--- config.mk ---
export PLATFORM = sky130hd
export DESIGN_NAME = bmp24_to_rgb565_decoder
export DESIGN_NICKNAME = d
export VERILOG_FILES = /design/src/hw/rtl/b2r_pkg.sv /design/src/hw/rtl/b2r_hdr_chk.sv /design/src/hw/rtl/bmp24_to_rgb565_decoder.sv
export VERILOG_INCLUDE_DIRS = /design/src /design/src/hw/rtl
export SDC_FILE = /design/constraint.sdc
export NUM_CORES = 1
export LEC_CHECK = 0
export BUFFER_PORTS_ARGS = -buffer_cell sky130_fd_sc_hd__clkbuf_2
export CAP_MARGIN = 20
export CORE_ASPECT_RATIO = 0.75
export CORE_MARGIN = 2
export CORE_UTILIZATION = 35
export DETAILED_ROUTE_END_ITERATION = 16
export PLACE_DENSITY_LB_ADDON = 0.12
export SLEW_MARGIN = 20
export SYNTH_ARGS = -nofsm -noshare
export SYNTH_HDL_FRONTEND = slang
export SYNTH_SLANG_ARGS = --single-unit
--- constraint.sdc ---
create_clock -name i_clk -period 8.9 [get_ports i_clk]
set_input_delay 2.225 -clock i_clk [delete_from_list [all_inputs] [get_ports i_clk]]
set_output_delay 2.225 -clock i_clk [all_outputs]
set_load 0.005 [all_outputs]
--- src/hw/rtl/assert_macros.svh ---
// Assertion helpers for the decoder top level.
// No dependencies; included by bmp24_to_rgb565_decoder, which checks its own logic.
`ifndef ASSERT_MACROS_SVH
`define ASSERT_MACROS_SVH

// Clocked implication check, disabled while reset is asserted
`define ASSERT_CLK(label, clk, rst_n, prop, msg) \
    label: assert property (@(posedge clk) disable iff (!rst_n) (prop)) else $error(msg);

// Signal condition that must never be true outside reset
`define ASSERT_NEVER(label, clk, rst_n, cond, msg) \
    label: assert property (@(posedge clk) disable iff (!rst_n) !(cond)) else $error(msg);

`endif

--- src/hw/rtl/b2r_pkg.sv ---
// Shared types and constants for the BMP 24-bit to RGB565 decoder.
// No dependencies; imported by b2r_hdr_chk, bmp24_to_rgb565_decoder and the testbench.
`timescale 1ns / 1ps
`default_nettype none

package b2r_pkg;

    // Input request: one byte of the file
    typedef struct packed {
        logic [7:0] file_byte;
        logic       first_byte;
    } t_in_item;

    // Result request: a pixel or an error report
    typedef struct packed {
        logic        result_kind;
        logic [15:0] color;
        logic [11:0] screen_x;
        logic [11:0] screen_y;
        logic        shown;
        logic        image_end;
        logic [2:0]  error_code;
    } t_out_item;

    // Display configuration registers
    typedef struct packed {
        logic [12:0] disp_w;
        logic [12:0] disp_h;
        logic [7:0]  origin_x;
        logic [7:0]  origin_y;
    } t_cfg;

    // Header field check status
    typedef struct packed {
        logic        err;
        logic [2:0]  code;
        logic        hgt_neg;
        logic [31:0] hgt_mag;
    } t_hdr_chk;

    // Result kinds
    localparam logic KIND_PIXEL = 1'b0;
    localparam logic KIND_ERROR = 1'b1;

    // Error codes
    localparam logic [2:0] ERR_SIGNATURE   = 3'd0;
    localparam logic [2:0] ERR_PLANES      = 3'd1;
    localparam logic [2:0] ERR_FORMAT      = 3'd2;
    localparam logic [2:0] ERR_ORIGIN      = 3'd3;
    localparam logic [2:0] ERR_OFFSET_SIZE = 3'd4;

    // Configuration register indexes
    localparam logic [1:0] CFG_DISP_W   = 2'd0;
    localparam logic [1:0] CFG_DISP_H   = 2'd1;
    localparam logic [1:0] CFG_ORIGIN_X = 2'd2;
    localparam logic [1:0] CFG_ORIGIN_Y = 2'd3;

    // Parse phases
    localparam logic [1:0] PH_HEADER = 2'd0;
    localparam logic [1:0] PH_SKIP   = 2'd1;
    localparam logic [1:0] PH_PIXELS = 2'd2;
    localparam logic [1:0] PH_DONE   = 2'd3;

    // Header byte positions where a field completes
    localparam logic [5:0] POS_ORIGIN      = 6'd0;
    localparam logic [5:0] POS_SIGNATURE   = 6'd1;
    localparam logic [5:0] POS_OFFSET      = 6'd13;
    localparam logic [5:0] POS_WIDTH       = 6'd21;
    localparam logic [5:0] POS_HEIGHT      = 6'd25;
    localparam logic [5:0] POS_PLANES      = 6'd27;
    localparam logic [5:0] POS_DEPTH       = 6'd29;
    localparam logic [5:0] POS_COMPRESSION = 6'd33;

    // Header field values
    localparam logic [15:0] BMP_SIGNATURE    = 16'h4D42;
    localparam logic [15:0] BMP_PLANES       = 16'd1;
    localparam logic [15:0] BMP_DEPTH        = 16'd24;
    localparam logic [31:0] MIN_PIXEL_OFFSET = 32'd34;

endpackage

`default_nettype wire

--- src/hw/rtl/b2r_hdr_chk.sv ---
// Header field checker: flags a bad field on the byte that completes it.
// Depends on b2r_pkg.
`timescale 1ns / 1ps
`default_nettype none

module b2r_hdr_chk #(
    parameter int MAX_DIMENSION = 4096
) (
    input  wire logic [5:0]        i_pos,
    input  wire logic [31:0]       i_hdr,
    input  wire b2r_pkg::t_cfg     i_cfg,
    output b2r_pkg::t_hdr_chk      o_chk
);
    import b2r_pkg::*;

    logic [31:0] w_mag;

    // Height magnitude from the signed field
    assign w_mag = i_hdr[31] ? (32'd0 - i_hdr) : i_hdr;

    always_comb begin
        o_chk         = '0;
        o_chk.code    = ERR_SIGNATURE;
        o_chk.hgt_neg = i_hdr[31];
        o_chk.hgt_mag = w_mag;
        unique case (i_pos)
            POS_ORIGIN: begin
                if ({5'd0, i_cfg.origin_x} >= i_cfg.disp_w
                    || {5'd0, i_cfg.origin_y} >= i_cfg.disp_h) begin
                    o_chk.err  = 1'b1;
                    o_chk.code = ERR_ORIGIN;
                end
            end
            POS_SIGNATURE: begin
                if (i_hdr[31:16] != BMP_SIGNATURE) begin
                    o_chk.err  = 1'b1;
                    o_chk.code = ERR_SIGNATURE;
                end
            end
            POS_OFFSET: begin
                if (i_hdr < MIN_PIXEL_OFFSET) begin
                    o_chk.err  = 1'b1;
                    o_chk.code = ERR_OFFSET_SIZE;
                end
            end
            POS_WIDTH: begin
                // negative widths read as huge and fail the bound
                if (i_hdr == 32'd0 || i_hdr > 32'(MAX_DIMENSION)) begin
                    o_chk.err  = 1'b1;
                    o_chk.code = ERR_OFFSET_SIZE;
                end
            end
            POS_HEIGHT: begin
                if (w_mag == 32'd0 || w_mag > 32'(MAX_DIMENSION)) begin
                    o_chk.err  = 1'b1;
                    o_chk.code = ERR_OFFSET_SIZE;
                end
            end
            POS_PLANES: begin
                if (i_hdr[31:16] != BMP_PLANES) begin
                    o_chk.err  = 1'b1;
                    o_chk.code = ERR_PLANES;
                end
            end
            POS_DEPTH: begin
                if (i_hdr[31:16] != BMP_DEPTH) begin
                    o_chk.err  = 1'b1;
                    o_chk.code = ERR_FORMAT;
                end
            end
            POS_COMPRESSION: begin
                if (i_hdr != 32'd0) begin
                    o_chk.err  = 1'b1;
                    o_chk.code = ERR_FORMAT;
                end
            end
            default: begin
                o_chk.err = 1'b0;
            end
        endcase
    end

endmodule

`default_nettype wire

--- src/hw/rtl/bmp24_to_rgb565_decoder.sv ---
// BMP 24-bit to RGB565 stream decoder, top level.
// Depends on b2r_pkg, b2r_hdr_chk and assert_macros.svh.
//
// Usage:
//  - Input channel (i_in_valid / o_in_ready / i_in_data) takes the file one
//    byte per request, in file order; first_byte restarts the parse.
//  - Output channel (o_out_valid / i_out_ready / o_out_data) gives at most
//    one request per byte: an RGB565 pixel tagged with display coordinates,
//    or an error report after which bytes are dropped until the next file.
//  - Config channel (i_cfg_valid / o_cfg_ready / i_cfg_index / i_cfg_data)
//    writes display size and image origin; it is always ready. Write it
//    only while no byte is in flight.
//  - A byte is held in the input register, its result in the result register.
//  - Throughput: one byte per cycle. All per-byte work is one pass of
//    counter updates and compares between the input register and the
//    result register; the skip compare is a single 32-bit equality.
//  - Stall: the input register holds one byte while the result register
//    waits on i_out_ready, so one more byte is taken before o_in_ready drops.
//  - Reset (synchronous, active low): parser to header phase, display
//    128x160, origin 0,0, both pipeline registers empty.
`timescale 1ns / 1ps
`default_nettype none
`include "assert_macros.svh"

module bmp24_to_rgb565_decoder #(
    parameter int MAX_DIMENSION = 4096
) (
    input  wire logic               i_clk,
    input  wire logic               i_rst_n,
    // byte input
    input  wire logic               i_in_valid,
    output logic                    o_in_ready,
    input  wire b2r_pkg::t_in_item  i_in_data,
    // result output
    output logic                    o_out_valid,
    input  wire logic               i_out_ready,
    output b2r_pkg::t_out_item      o_out_data,
    // configuration writes
    input  wire logic               i_cfg_valid,
    output logic                    o_cfg_ready,
    input  wire logic [1:0]         i_cfg_index,
    input  wire logic [12:0]        i_cfg_data
);
    import b2r_pkg::*;

    localparam int DIM_W = $clog2(MAX_DIMENSION + 1);
    localparam int ROW_W = DIM_W + 2;
    localparam int CRD_W = (DIM_W + 1 > 13) ? DIM_W + 1 : 13;

    // Configuration
    t_cfg              r_cfg;

    // Pipeline registers
    logic              r_in_valid;
    t_in_item          r_in;
    logic              r_out_valid;
    t_out_item         r_out;

    // Parser state
    logic [1:0]        r_phase,      n_phase;
    logic [31:0]       r_pos,        n_pos;
    logic [31:0]       r_hdr,        n_hdr;
    logic [31:0]       r_pix_off,    n_pix_off;
    logic [DIM_W-1:0]  r_w_last,     n_w_last;
    logic [DIM_W-1:0]  r_h_last,     n_h_last;
    logic              r_bottom_up,  n_bottom_up;
    logic [ROW_W-1:0]  r_data_bytes, n_data_bytes;
    logic [ROW_W-1:0]  r_row_last,   n_row_last;
    logic [DIM_W-1:0]  r_row,        n_row;
    logic [ROW_W-1:0]  r_bir,        n_bir;
    logic [1:0]        r_tri,        n_tri;
    logic [DIM_W-1:0]  r_col,        n_col;
    logic [15:0]       r_bg,         n_bg;

    // Per-byte combinational signals
    logic              w_proc;
    logic [1:0]        w_phase;
    logic [31:0]       w_pos;
    logic [31:0]       w_hs;
    t_hdr_chk          w_chk;
    logic              w_pix_step;
    logic              w_in_data;
    logic              w_finished;
    logic              w_emit;
    logic              w_err;
    t_out_item         w_res;
    logic [DIM_W-1:0]  w_width;
    logic [ROW_W-1:0]  w_w3;
    logic [ROW_W-1:0]  w_row_bytes;
    logic [DIM_W-1:0]  w_img_row;
    logic [CRD_W-1:0]  w_sx;
    logic [CRD_W-1:0]  w_sy;

    // Handshakes
    assign w_proc      = r_in_valid && (!r_out_valid || i_out_ready);
    assign o_in_ready  = !r_in_valid || w_proc;
    assign o_out_valid = r_out_valid;
    assign o_out_data  = r_out;
    assign o_cfg_ready = 1'b1;

    // Restart view of the state for a first byte
    assign w_phase = r_in.first_byte ? PH_HEADER : r_phase;
    assign w_pos   = r_in.first_byte ? 32'd0 : r_pos;
    assign w_hs    = {r_in.file_byte, (r_in.first_byte ? 24'd0 : r_hdr[31:8])};

    b2r_hdr_chk #(
        .MAX_DIMENSION (MAX_DIMENSION)
    ) u_hdr_chk (
        .i_pos (w_pos[5:0]),
        .i_hdr (w_hs),
        .i_cfg (r_cfg),
        .o_chk (w_chk)
    );

    // Row geometry from the width field
    assign w_width     = w_hs[DIM_W-1:0];
    assign w_w3        = ({2'b00, w_width} << 1) + {2'b00, w_width};
    assign w_row_bytes = (w_w3 + ROW_W'(3)) & ~ROW_W'(3);

    // Pixel coordinates
    assign w_in_data  = r_bir < r_data_bytes;
    assign w_img_row  = r_bottom_up ? (r_h_last - r_row) : r_row;
    assign w_sx       = CRD_W'(r_cfg.origin_x) + CRD_W'(r_col);
    assign w_sy       = CRD_W'(r_cfg.origin_y) + CRD_W'(w_img_row);
    assign w_pix_step = (w_phase == PH_PIXELS)
                        || (w_phase == PH_SKIP && w_pos == r_pix_off);
    assign w_finished = w_pix_step && w_in_data && r_tri == 2'd2
                        && r_col == r_w_last && r_row == r_h_last;

    // Next state and result for one byte
    always_comb begin
        n_phase      = w_phase;
        n_pos        = w_pos + 32'd1;
        n_hdr        = r_hdr;
        n_pix_off    = r_pix_off;
        n_w_last     = r_w_last;
        n_h_last     = r_h_last;
        n_bottom_up  = r_bottom_up;
        n_data_bytes = r_data_bytes;
        n_row_last   = r_row_last;
        n_row        = r_row;
        n_bir        = r_bir;
        n_tri        = r_tri;
        n_col        = r_col;
        n_bg         = r_bg;
        w_emit       = 1'b0;
        w_err        = 1'b0;
        w_res        = '0;

        if (w_phase == PH_HEADER) begin
            n_hdr = w_hs;
            if (w_chk.err) begin
                w_emit            = 1'b1;
                w_err             = 1'b1;
                w_res.result_kind = KIND_ERROR;
                w_res.error_code  = w_chk.code;
                n_phase           = PH_DONE;
            end else begin
                unique case (w_pos[5:0])
                    POS_OFFSET: begin
                        n_pix_off = w_hs;
                    end
                    POS_WIDTH: begin
                        n_w_last     = w_width - DIM_W'(1);
                        n_data_bytes = w_w3;
                        n_row_last   = w_row_bytes - ROW_W'(1);
                    end
                    POS_HEIGHT: begin
                        n_h_last    = w_chk.hgt_mag[DIM_W-1:0] - DIM_W'(1);
                        n_bottom_up = !w_chk.hgt_neg;
                    end
                    POS_COMPRESSION: begin
                        n_row   = '0;
                        n_bir   = '0;
                        n_tri   = 2'd0;
                        n_col   = '0;
                        n_bg    = '0;
                        n_phase = PH_SKIP;
                    end
                    default: begin
                        n_phase = PH_HEADER;
                    end
                endcase
            end
        end else if (w_pix_step) begin
            n_phase = PH_PIXELS;
            // gather blue and green, emit on red
            if (w_in_data) begin
                unique case (r_tri)
                    2'd0: n_bg[7:0]  = r_in.file_byte;
                    2'd1: n_bg[15:8] = r_in.file_byte;
                    2'd2: begin
                        w_emit            = 1'b1;
                        w_res.result_kind = KIND_PIXEL;
                        w_res.color       = {r_in.file_byte[7:3], r_bg[15:10], r_bg[7:3]};
                        w_res.screen_x    = w_sx[11:0];
                        w_res.screen_y    = w_sy[11:0];
                        w_res.shown       = (w_sx < CRD_W'(r_cfg.disp_w))
                                            && (w_sy < CRD_W'(r_cfg.disp_h));
                        w_res.image_end   = w_finished;
                    end
                    default: n_bg = r_bg;
                endcase
            end
            // advance through the row, padding included
            if (w_finished) begin
                n_phase = PH_DONE;
            end else if (r_bir == r_row_last) begin
                n_bir = '0;
                n_row = r_row + DIM_W'(1);
                n_tri = 2'd0;
                n_col = '0;
            end else begin
                n_bir = r_bir + ROW_W'(1);
                if (w_in_data) begin
                    n_tri = (r_tri == 2'd2) ? 2'd0 : r_tri + 2'd1;
                    n_col = (r_tri == 2'd2) ? r_col + DIM_W'(1) : r_col;
                end
            end
        end
    end

    // Configuration registers
    always_ff @(posedge i_clk) begin
        if (!i_rst_n) begin
            r_cfg.disp_w   <= 13'd128;
            r_cfg.disp_h   <= 13'd160;
            r_cfg.origin_x <= 8'd0;
            r_cfg.origin_y <= 8'd0;
        end else if (i_cfg_valid) begin
            unique case (i_cfg_index)
                CFG_DISP_W:   r_cfg.disp_w   <= i_cfg_data;
                CFG_DISP_H:   r_cfg.disp_h   <= i_cfg_data;
                CFG_ORIGIN_X: r_cfg.origin_x <= i_cfg_data[7:0];
                CFG_ORIGIN_Y: r_cfg.origin_y <= i_cfg_data[7:0];
                default:      r_cfg          <= r_cfg;
            endcase
        end
    end

    // Input register
    always_ff @(posedge i_clk) begin
        if (!i_rst_n) begin
            r_in_valid <= 1'b0;
        end else if (o_in_ready) begin
            r_in_valid <= i_in_valid;
        end
    end

    always_ff @(posedge i_clk) begin
        if (i_in_valid && o_in_ready) begin
            r_in <= i_in_data;
        end
    end

    // Result register
    always_ff @(posedge i_clk) begin
        if (!i_rst_n) begin
            r_out_valid <= 1'b0;
        end else if (w_proc && w_emit) begin
            r_out_valid <= 1'b1;
        end else if (i_out_ready) begin
            r_out_valid <= 1'b0;
        end
    end

    always_ff @(posedge i_clk) begin
        if (w_proc && w_emit) begin
            r_out <= w_res;
        end
    end

    // Parser state
    always_ff @(posedge i_clk) begin
        if (!i_rst_n) begin
            r_phase      <= PH_HEADER;
            r_pos        <= '0;
            r_hdr        <= '0;
            r_pix_off    <= '0;
            r_w_last     <= '0;
            r_h_last     <= '0;
            r_bottom_up  <= 1'b1;
            r_data_bytes <= '0;
            r_row_last   <= '0;
            r_row        <= '0;
            r_bir        <= '0;
            r_tri        <= 2'd0;
            r_col        <= '0;
            r_bg         <= '0;
        end else if (w_proc) begin
            r_phase      <= n_phase;
            r_pos        <= n_pos;
            r_hdr        <= n_hdr;
            r_pix_off    <= n_pix_off;
            r_w_last     <= n_w_last;
            r_h_last     <= n_h_last;
            r_bottom_up  <= n_bottom_up;
            r_data_bytes <= n_data_bytes;
            r_row_last   <= n_row_last;
            r_row        <= n_row;
            r_bir        <= n_bir;
            r_tri        <= n_tri;
            r_col        <= n_col;
            r_bg         <= n_bg;
        end
    end

    // Checks
    `ASSERT_CLK(a_err_to_done, i_clk, i_rst_n, (w_proc && w_err) |=> (r_phase == PH_DONE), "error report did not end the parse")
    `ASSERT_CLK(a_end_to_done, i_clk, i_rst_n, (w_proc && w_finished) |=> (r_phase == PH_DONE), "last pixel did not end the parse")
    `ASSERT_CLK(a_err_code, i_clk, i_rst_n, (r_out_valid && r_out.result_kind == KIND_ERROR) |-> (r_out.error_code <= ERR_OFFSET_SIZE), "error code out of range")
    `ASSERT_NEVER(a_tri_range, i_clk, i_rst_n, r_tri == 2'd3, "byte-in-pixel counter out of range")
    `ASSERT_CLK(a_in_hold, i_clk, i_rst_n, (r_in_valid && !w_proc) |=> (r_in_valid && $stable(r_in)), "held input byte lost")

endmodule

`default_nettype wire

# ---- Word-level counts from Yosys, hierarchy flattened
# Cells that the tools add are included.
dict set report totals {
  in_bits 29
  register_bits 313
}
dict set report classes {
  n_reduce_logical 50
  addsub 14
  n_lt_le_gt_ge 8
  bitwise_logic 4
  mux 61
  n_eq_ne 24
}
# op n
set ops {}
lappend ops {{$mux 13} 13}
lappend ops {{$mux 15} 6}
lappend ops {{$mux 16} 5}
lappend ops {{$gt 32x13->1 const B} 2}
lappend ops {{$logic_not 32->1} 2}
lappend ops {{$mux 32} 2}
lappend ops {{$add 32x1->32 const B} 1}
lappend ops {{$eq 32x32->1} 1}
lappend ops {{$lt 32x6->1 const B} 1}
lappend ops {{$mux 4} 8}
lappend ops {{$reduce_bool 32->1} 1}
lappend ops {{$sub 1x32->32 const A} 1}
lappend ops {{$add 8x13->14} 2}
lappend ops {{$lt 14x13->1} 2}
lappend ops {{$add 13x1->13 const B} 2}
lappend ops {{$eq 13x13->1} 2}
lappend ops {{$ge 8x13->1} 2}
lappend ops {{$sub 13x1->13 const B} 2}
lappend ops {{$eq 6x5->1 const B} 4}
lappend ops {{$mux 2} 12}
lappend ops {{$mux 24} 1}
lappend ops {{$pmux 3 s8} 1}
lappend ops {{$reduce_and 6->1} 4}
lappend ops {{$mux 8} 2}
lappend ops {{35 further kinds} 82}

# ---- Longest topological paths before layout
dict set report depth {
  depth_word 11
  depth_mapped 23
  ltp_nobuf 23
}

# ---- Cells and area by module
# From an unflattened synthesis, not the netlist that was laid out.
dict set report unflattened {
  cells_unflattened 2321
  hier_area_um2 18929.4
}
# mod cells_per_inst area_each_um2 n_inst seq_area_each_um2
set by_module_without_submodules {}
lappend by_module_without_submodules {bmp24_to_rgb565_decoder 2024 16973.8 1 6536.3}
lappend by_module_without_submodules {b2r_hdr_chk 297 1955.6 1 0.0}

# ---- Worst setup path after synthesis
# Ideal clock, no wire load.
dict set report synth_path {
  path_kind {reg2reg}
  start {register r_in[0] (netlist name)}
  end {register r_out, in the netlist o_out_data[0] (enable)}
  required_time_ns 8.435
  setup_slack_ns 2.638
  synth_period_minus_slack_ns 6.262
  setup_ns 0.465
  arrival_time_ns 5.797
  stages_incl_launch_ff 17
  n_path_buf 4
  path_cell_list {edfxtp_1 > clkbuf_1 > clkbuf_1 > buf_2 > nor2b_1 > inv_1 > ha_1 > nand2_1 > or4_4 > buf_6 > or4b_4 > and3_1 > o22ai_1 > nor4_4 > nand2b_1 > a21o_1 > a21oi_1}
}
dict set report synth_via {
  elab_chain_len 10
  elab_cells_between_ends 42
  cone_classes {1 x add/sub; 3 x order compare; 13 x eq/ne; 15 x mux; 10 x reduce/logical}
}
# item line_no
set synth_rtl {}
lappend synth_rtl {{from (decl)} bmp24_to_rgb565_decoder.sv:55} ;# t_in_item r_in;
lappend synth_rtl {{from (signal assigned)} bmp24_to_rgb565_decoder.sv:252} ;# r_in <= i_in_data;
lappend synth_rtl {{$mux 24 (*)} bmp24_to_rgb565_decoder.sv:104} ;# assign w_hs = {r_in.file_byte, (r_in.first_byte ? 24'd0 : r_hdr[31:8])};
lappend synth_rtl {{named net u_hdr_chk.i_hdr[11]} b2r_hdr_chk.sv:10} ;# input wire logic [31:0] i_hdr,
lappend synth_rtl {{$sub 1x32->32} b2r_hdr_chk.sv:19} ;# assign w_mag = i_hdr[31] ? (32'd0 - i_hdr) : i_hdr;
lappend synth_rtl {{$mux 32} b2r_hdr_chk.sv:19}
lappend synth_rtl {{$gt 32x13->1 or $logic_not 32->1 (tied branches)} b2r_hdr_chk.sv:54} ;# if (w_mag == 32'd0 || w_mag > 32'(MAX_DIMENSION)) begin
lappend synth_rtl {{$logic_or 1x1->1} b2r_hdr_chk.sv:54}
lappend synth_rtl {{$mux 4} b2r_hdr_chk.sv:54}
lappend synth_rtl {{$pmux 1 s8 (*)} b2r_hdr_chk.sv:26} ;# unique case (i_pos)
lappend synth_rtl {{$mux 1 (*)} bmp24_to_rgb565_decoder.sv:152} ;# if (w_chk.err) begin
lappend synth_rtl {{$mux 1 (*)} bmp24_to_rgb565_decoder.sv:150} ;# if (w_phase == PH_HEADER) begin
lappend synth_rtl {{$logic_and 1x1->1 (*)} bmp24_to_rgb565_decoder.sv:268} ;# if (w_proc && w_emit) begin
lappend synth_rtl {{to (signal assigned)} bmp24_to_rgb565_decoder.sv:269} ;# r_out <= w_res;
lappend synth_rtl {{to (decl)} bmp24_to_rgb565_decoder.sv:57} ;# t_out_item r_out;
# The timed path passes the listed nets; every way through them passes the cells marked *.
# A chain may end at the register's enable or synchronous reset.

# ---- Worst setup path after layout
dict set report layout_path {
  start {register r_in[0] (netlist name)}
  end {register r_row[0]}
}
dict set report layout_via {
  elab_chain_len 10
  elab_cells_between_ends 49
  cone_classes {1 x add/sub; 3 x order compare; 16 x eq/ne; 13 x mux; 16 x reduce/logical}
}
# item line_no
set layout_rtl {}
lappend layout_rtl {{parallel branches: the longest is 10 deep, another holds $sub 1x32->32} n/a}
lappend layout_rtl {{to (signal assigned)} bmp24_to_rgb565_decoder.sv:300} ;# r_row <= n_row;
lappend layout_rtl {{to (decl)} bmp24_to_rgb565_decoder.sv:69} ;# logic [DIM_W-1:0] r_row, n_row;
# Parallel ways; which one is timed is not known.

==> summary.txt <==
Power
  – PwrDens: 151.5 nW/um^2
  – Worst vdd ir: 0.0001205 V
  – Pwr Total: 3158 uW
  – P_leak: 0.008400 uW

Clocking
  – CTS tree: done
  – Insertion delay to the later sink of the worst-skew pair: 0.56 ns
  – Resized Gates After CTS: 0
  – Reg clk slew, reported paths: 0.06 ns
  – Post-CTS Hold Buffers: 0
  – CTS root buf: clkbuf_16
  – Postcts setup bufs: 0
  – Max clock buf depth: 3
  – CTS Buf Count: 36
  – Number of clock sinks: 299
  – CTS H-tree depth: 2

Setup path
  – Startpoint types: register
  – Worst R2R Start: r_in[0]
  – Delay of the slowest critical-path stage: 0.83 ns
  – Setup CP Type: reg -> reg
  – Slowest-stage cell, CP: nand2_1
  – Req. time, crit path: 9.27 ns
  – Worst path cell trace: buf_4, clkinv_1, nand2_1, ha_1, and4_1, nand3_1, nor3_1, a21oi_1, buf_4, nor2b_1, nand3_1, nand2_1, mux2i_1
  – Buffers and inverters on the worst path: 3
  – Delay-heaviest family, CP: simple AND/OR/NAND/NOR gates
  – CP Max Fanout: 66
  – Flop2flop setup slack: 2.59 ns
  – Worst r2r dst: r_row[0]
  – Crit path launch: r_in[0]
  – Crit. End Element: register
  – CP arrival: 6.68 ns
  – Worst Reg-to-Reg Cells: 13

Routing
  – Antenna Nets Post-Route: 0
  – Via/cell ratio: 5.456
  – Detailed-route wire length: 59.56 mm
  – Vias: 16.43k
  – Pre-antenna DRT Iters: 5
  – Initial DRC Count: between 1k and 1.5k
  – DR WL/cell: 19.77 um
  – DRC: 0

Yosys
  – Number of flops mapped to enable cells by yosys: 55
  – Cell variety after synth: 85
  – Synth warn: 0
  – Synth area leaders: dfxtp_1, edfxtp_1, ha_1
  – Top-area cell type share of the netlist area: 0.2622
  – Avg Inst Size Synth: 8.291 sq um
  – Synth Flop Type: dfxtp_1
  – Netlist Area Pre-Place: around 19000 sq um
  – FF+latch count, synth: between 200 and 300
  – Synthesized Nets: approximately 2.4k
  – Yosys top cell by area: dfxtp_1
  – Ys async rst share: 0
  – Sequential fraction of the synthesis area: 0.3509
  – Cells after synthesis: 2247

Timing
  – RSZ-0062 raised after global routing: false
  – Max-slew headroom: 0.2989
  – Final setup violation count: 0
  – Setup_tns: 0 ns
  – Final worst slack: 2.590 ns
  – Pins Over Slew Limit: 0
  – Worst clock skew: between 0.02 and 0.03 ns
  – Tightest Pin Transition: approximately 1.0 ns
  – Fmax: 158.5 MHz
  – Hold Violations, Final: 0
  – Crit share post-route: 0.7090
  – Final Critical Period: 6.310 ns

Min path
  – HP Start: r_hdr[12]
  – Hold crit path type: reg -> reg
  – Hold depth: 2
  – Hold EP: r_hdr[12]

Layout
  – Synthesis-to-finish area growth: 11.91%
  – Fillers: 5450
  – ANT cells: 0
  – Nets: 2429
  – Layout cells sized above 1: 0.08043

Floorplan
  – Core area: 52790 sq um
  – Die width: approximately 270 um
  – # IOs: 78
  – Die Ht: slightly above 200 um
  – Initial core utilization: 0.3529
  – # rows: 73
  – DIE AREA: about 55000 sq um

GRT
  – Vias in the first global route: 15.06k
  – Largest net degree at the start of global routing: 69
  – First-pass GRT wire length: 91.56 mm
  – Initial antenna violation count: 2
  – GRT overflow: 0
  – GRT Util Overall: 0.2128

Placed design
  – I/O Buffers: 76
  – DP Worst Slack: roughly 2.6 ns
  – Routability cong.: 0.9212
  – Detail Placement HPWL: around 45 mm

Flow run
  – Max-cap viol count: 0

Run status
  – Status: complete, no violations
==> placed cells by master, fill, tap and decap left out, types with 30 or more instances in the layout <==
master     count
dfxtp_1      244
a21oi_1      140
edfxtp_1      55
and3_1        48
nand4_1       42
o21ai_0       72
mux2i_1       64
inv_1        120
nand2_1      248
xnor2_1      118
ha_1         123
nor2_1       257
clkbuf_2      76
clkbuf_16     36
a21o_1        40
nand3_1       62
xor2_1        58
nor4_1        38
nor3_1        41
nor2b_1       30
==> cells by family (layout without fill, tap and decap cells) <==
| group | count (synthesis) | after routing | share of synthesized area |
|---|---|---|---|
| DFF | 299 | 299 | 0.3509 |
| buffers and inverters | 231 | 284 | 0.04842 |
| xor gates and xnor gates | 177 | 177 | 0.08395 |
| and+or+nand+nor | 898 | 898 | 0.2373 |
| AOI/OAI and AO/OA | 447 | 447 | 0.1562 |
| adders and majority gates | 128 | 128 | 0.08745 |
| muxes | 66 | 66 | 0.03560 |
| other | 1 | 1 | 0.0002013 |
==> metrics by stage <==
step / area, sq um / hold WS [ns] / util / std cells
final: 20850 / 0.4524 / 0.3949 / 3012
after global routing: 20850 / 0.4668 / 0.3949 / 3012
after CTS: 20850 / 0.4547 / 0.3948 / 3012
after detailed placement: 19630 / 0.4464 / 0.3719 / 2947
after global placement: 19630 / 0.4385 / 0.3719 / 2947
after floorplan: 18630 / 0.4318 / - / 2247
==> registers in the layout, indices dropped and copies added (netlist names), 13 cells and up <==
name,cells
o_out_data,46
r_cfg,42
r_pix_off,32
r_pos,32
r_hdr,24
r_bir,15
r_data_bytes,15
r_row_last,14
r_col,13
r_h_last,13
r_row,13
r_w_last,13
==> layout make-up <==
| class | count | area [sq um] | share of cell area |
|---|---|---|---|
| clock buffer | 43 | 977.2 | 0.04687 |
| inverter | 123 | 466.7 | 0.02238 |
| tap | 712 | 890.9 | 0.04273 |
| clock inverter | 22 | 234.0 | 0.01122 |
| multi-input combinational | 1717 | 11210 | 0.5378 |
| sequential | 299 | 6536 | 0.3135 |
| timing repair buffer | 96 | 530.5 | 0.02545 |
==> synth_stat cells, types with 6 or more instances <==
cell        n
o21ai_0    72
o211ai_1   22
or4_1      10
and2_1     25
clkbuf_1   87
and3_1     49
ha_1      123
nor4_1     38
nor3b_1     9
a221oi_1    6
a21o_1     40
buf_2      13
o32ai_1    10
a211oi_1   24
a21oi_1   141
and4_1      9
xnor2_1   118
nor4bb_1    9
nor2b_1    30
nand4_1    42
nand3_1    63
a31oi_1    20
xor2_1     58
a22oi_1     8
o21bai_1   11
mux2i_1    64
nand2b_1   25
a21boi_0    8
o41ai_1     6
a22o_1      7
dfxtp_1   244
nand2_1   249
or2_2       6
inv_1     121
nor2_1    258
edfxtp_1   55
nor3_1     41
o31ai_1    12
o22ai_1     9
==> layer usage <==
| metal | track usage | routed length [um] |
|---|---|---|
| met4 | 0.05683 | 1298 |
| met1 | 0.3322 | 31340 |
| met5 | 0 | 18 |
| met2 | 0.2981 | 23130 |
| met3 | 0.03250 | 3775 |
==> tightest hold or removal path: stages (launching register included) <==
cell and delay (ns):
dfxtp_1 0.31, nand2_1 0.05, a21oi_1 0.05
==> how the worst max path moves through the flow <==
stage          depth (start not counted)             end
2_1_floorplan                         16   o_out_data[0]
3_3_place_gp                          15   o_out_data[3]
3_5_place_dp                          13        r_row[0]
4_1_cts                               13        r_row[0]
5_1_grt                               16  r_row_last[14]
6_report                              13        r_row[0]
==> power breakdown <==
part	internal [uW]	switching [uW]
sequential	1390	23.3
clock	904	630
combinational	68.9	138
(Power assumes the default switching activity.)
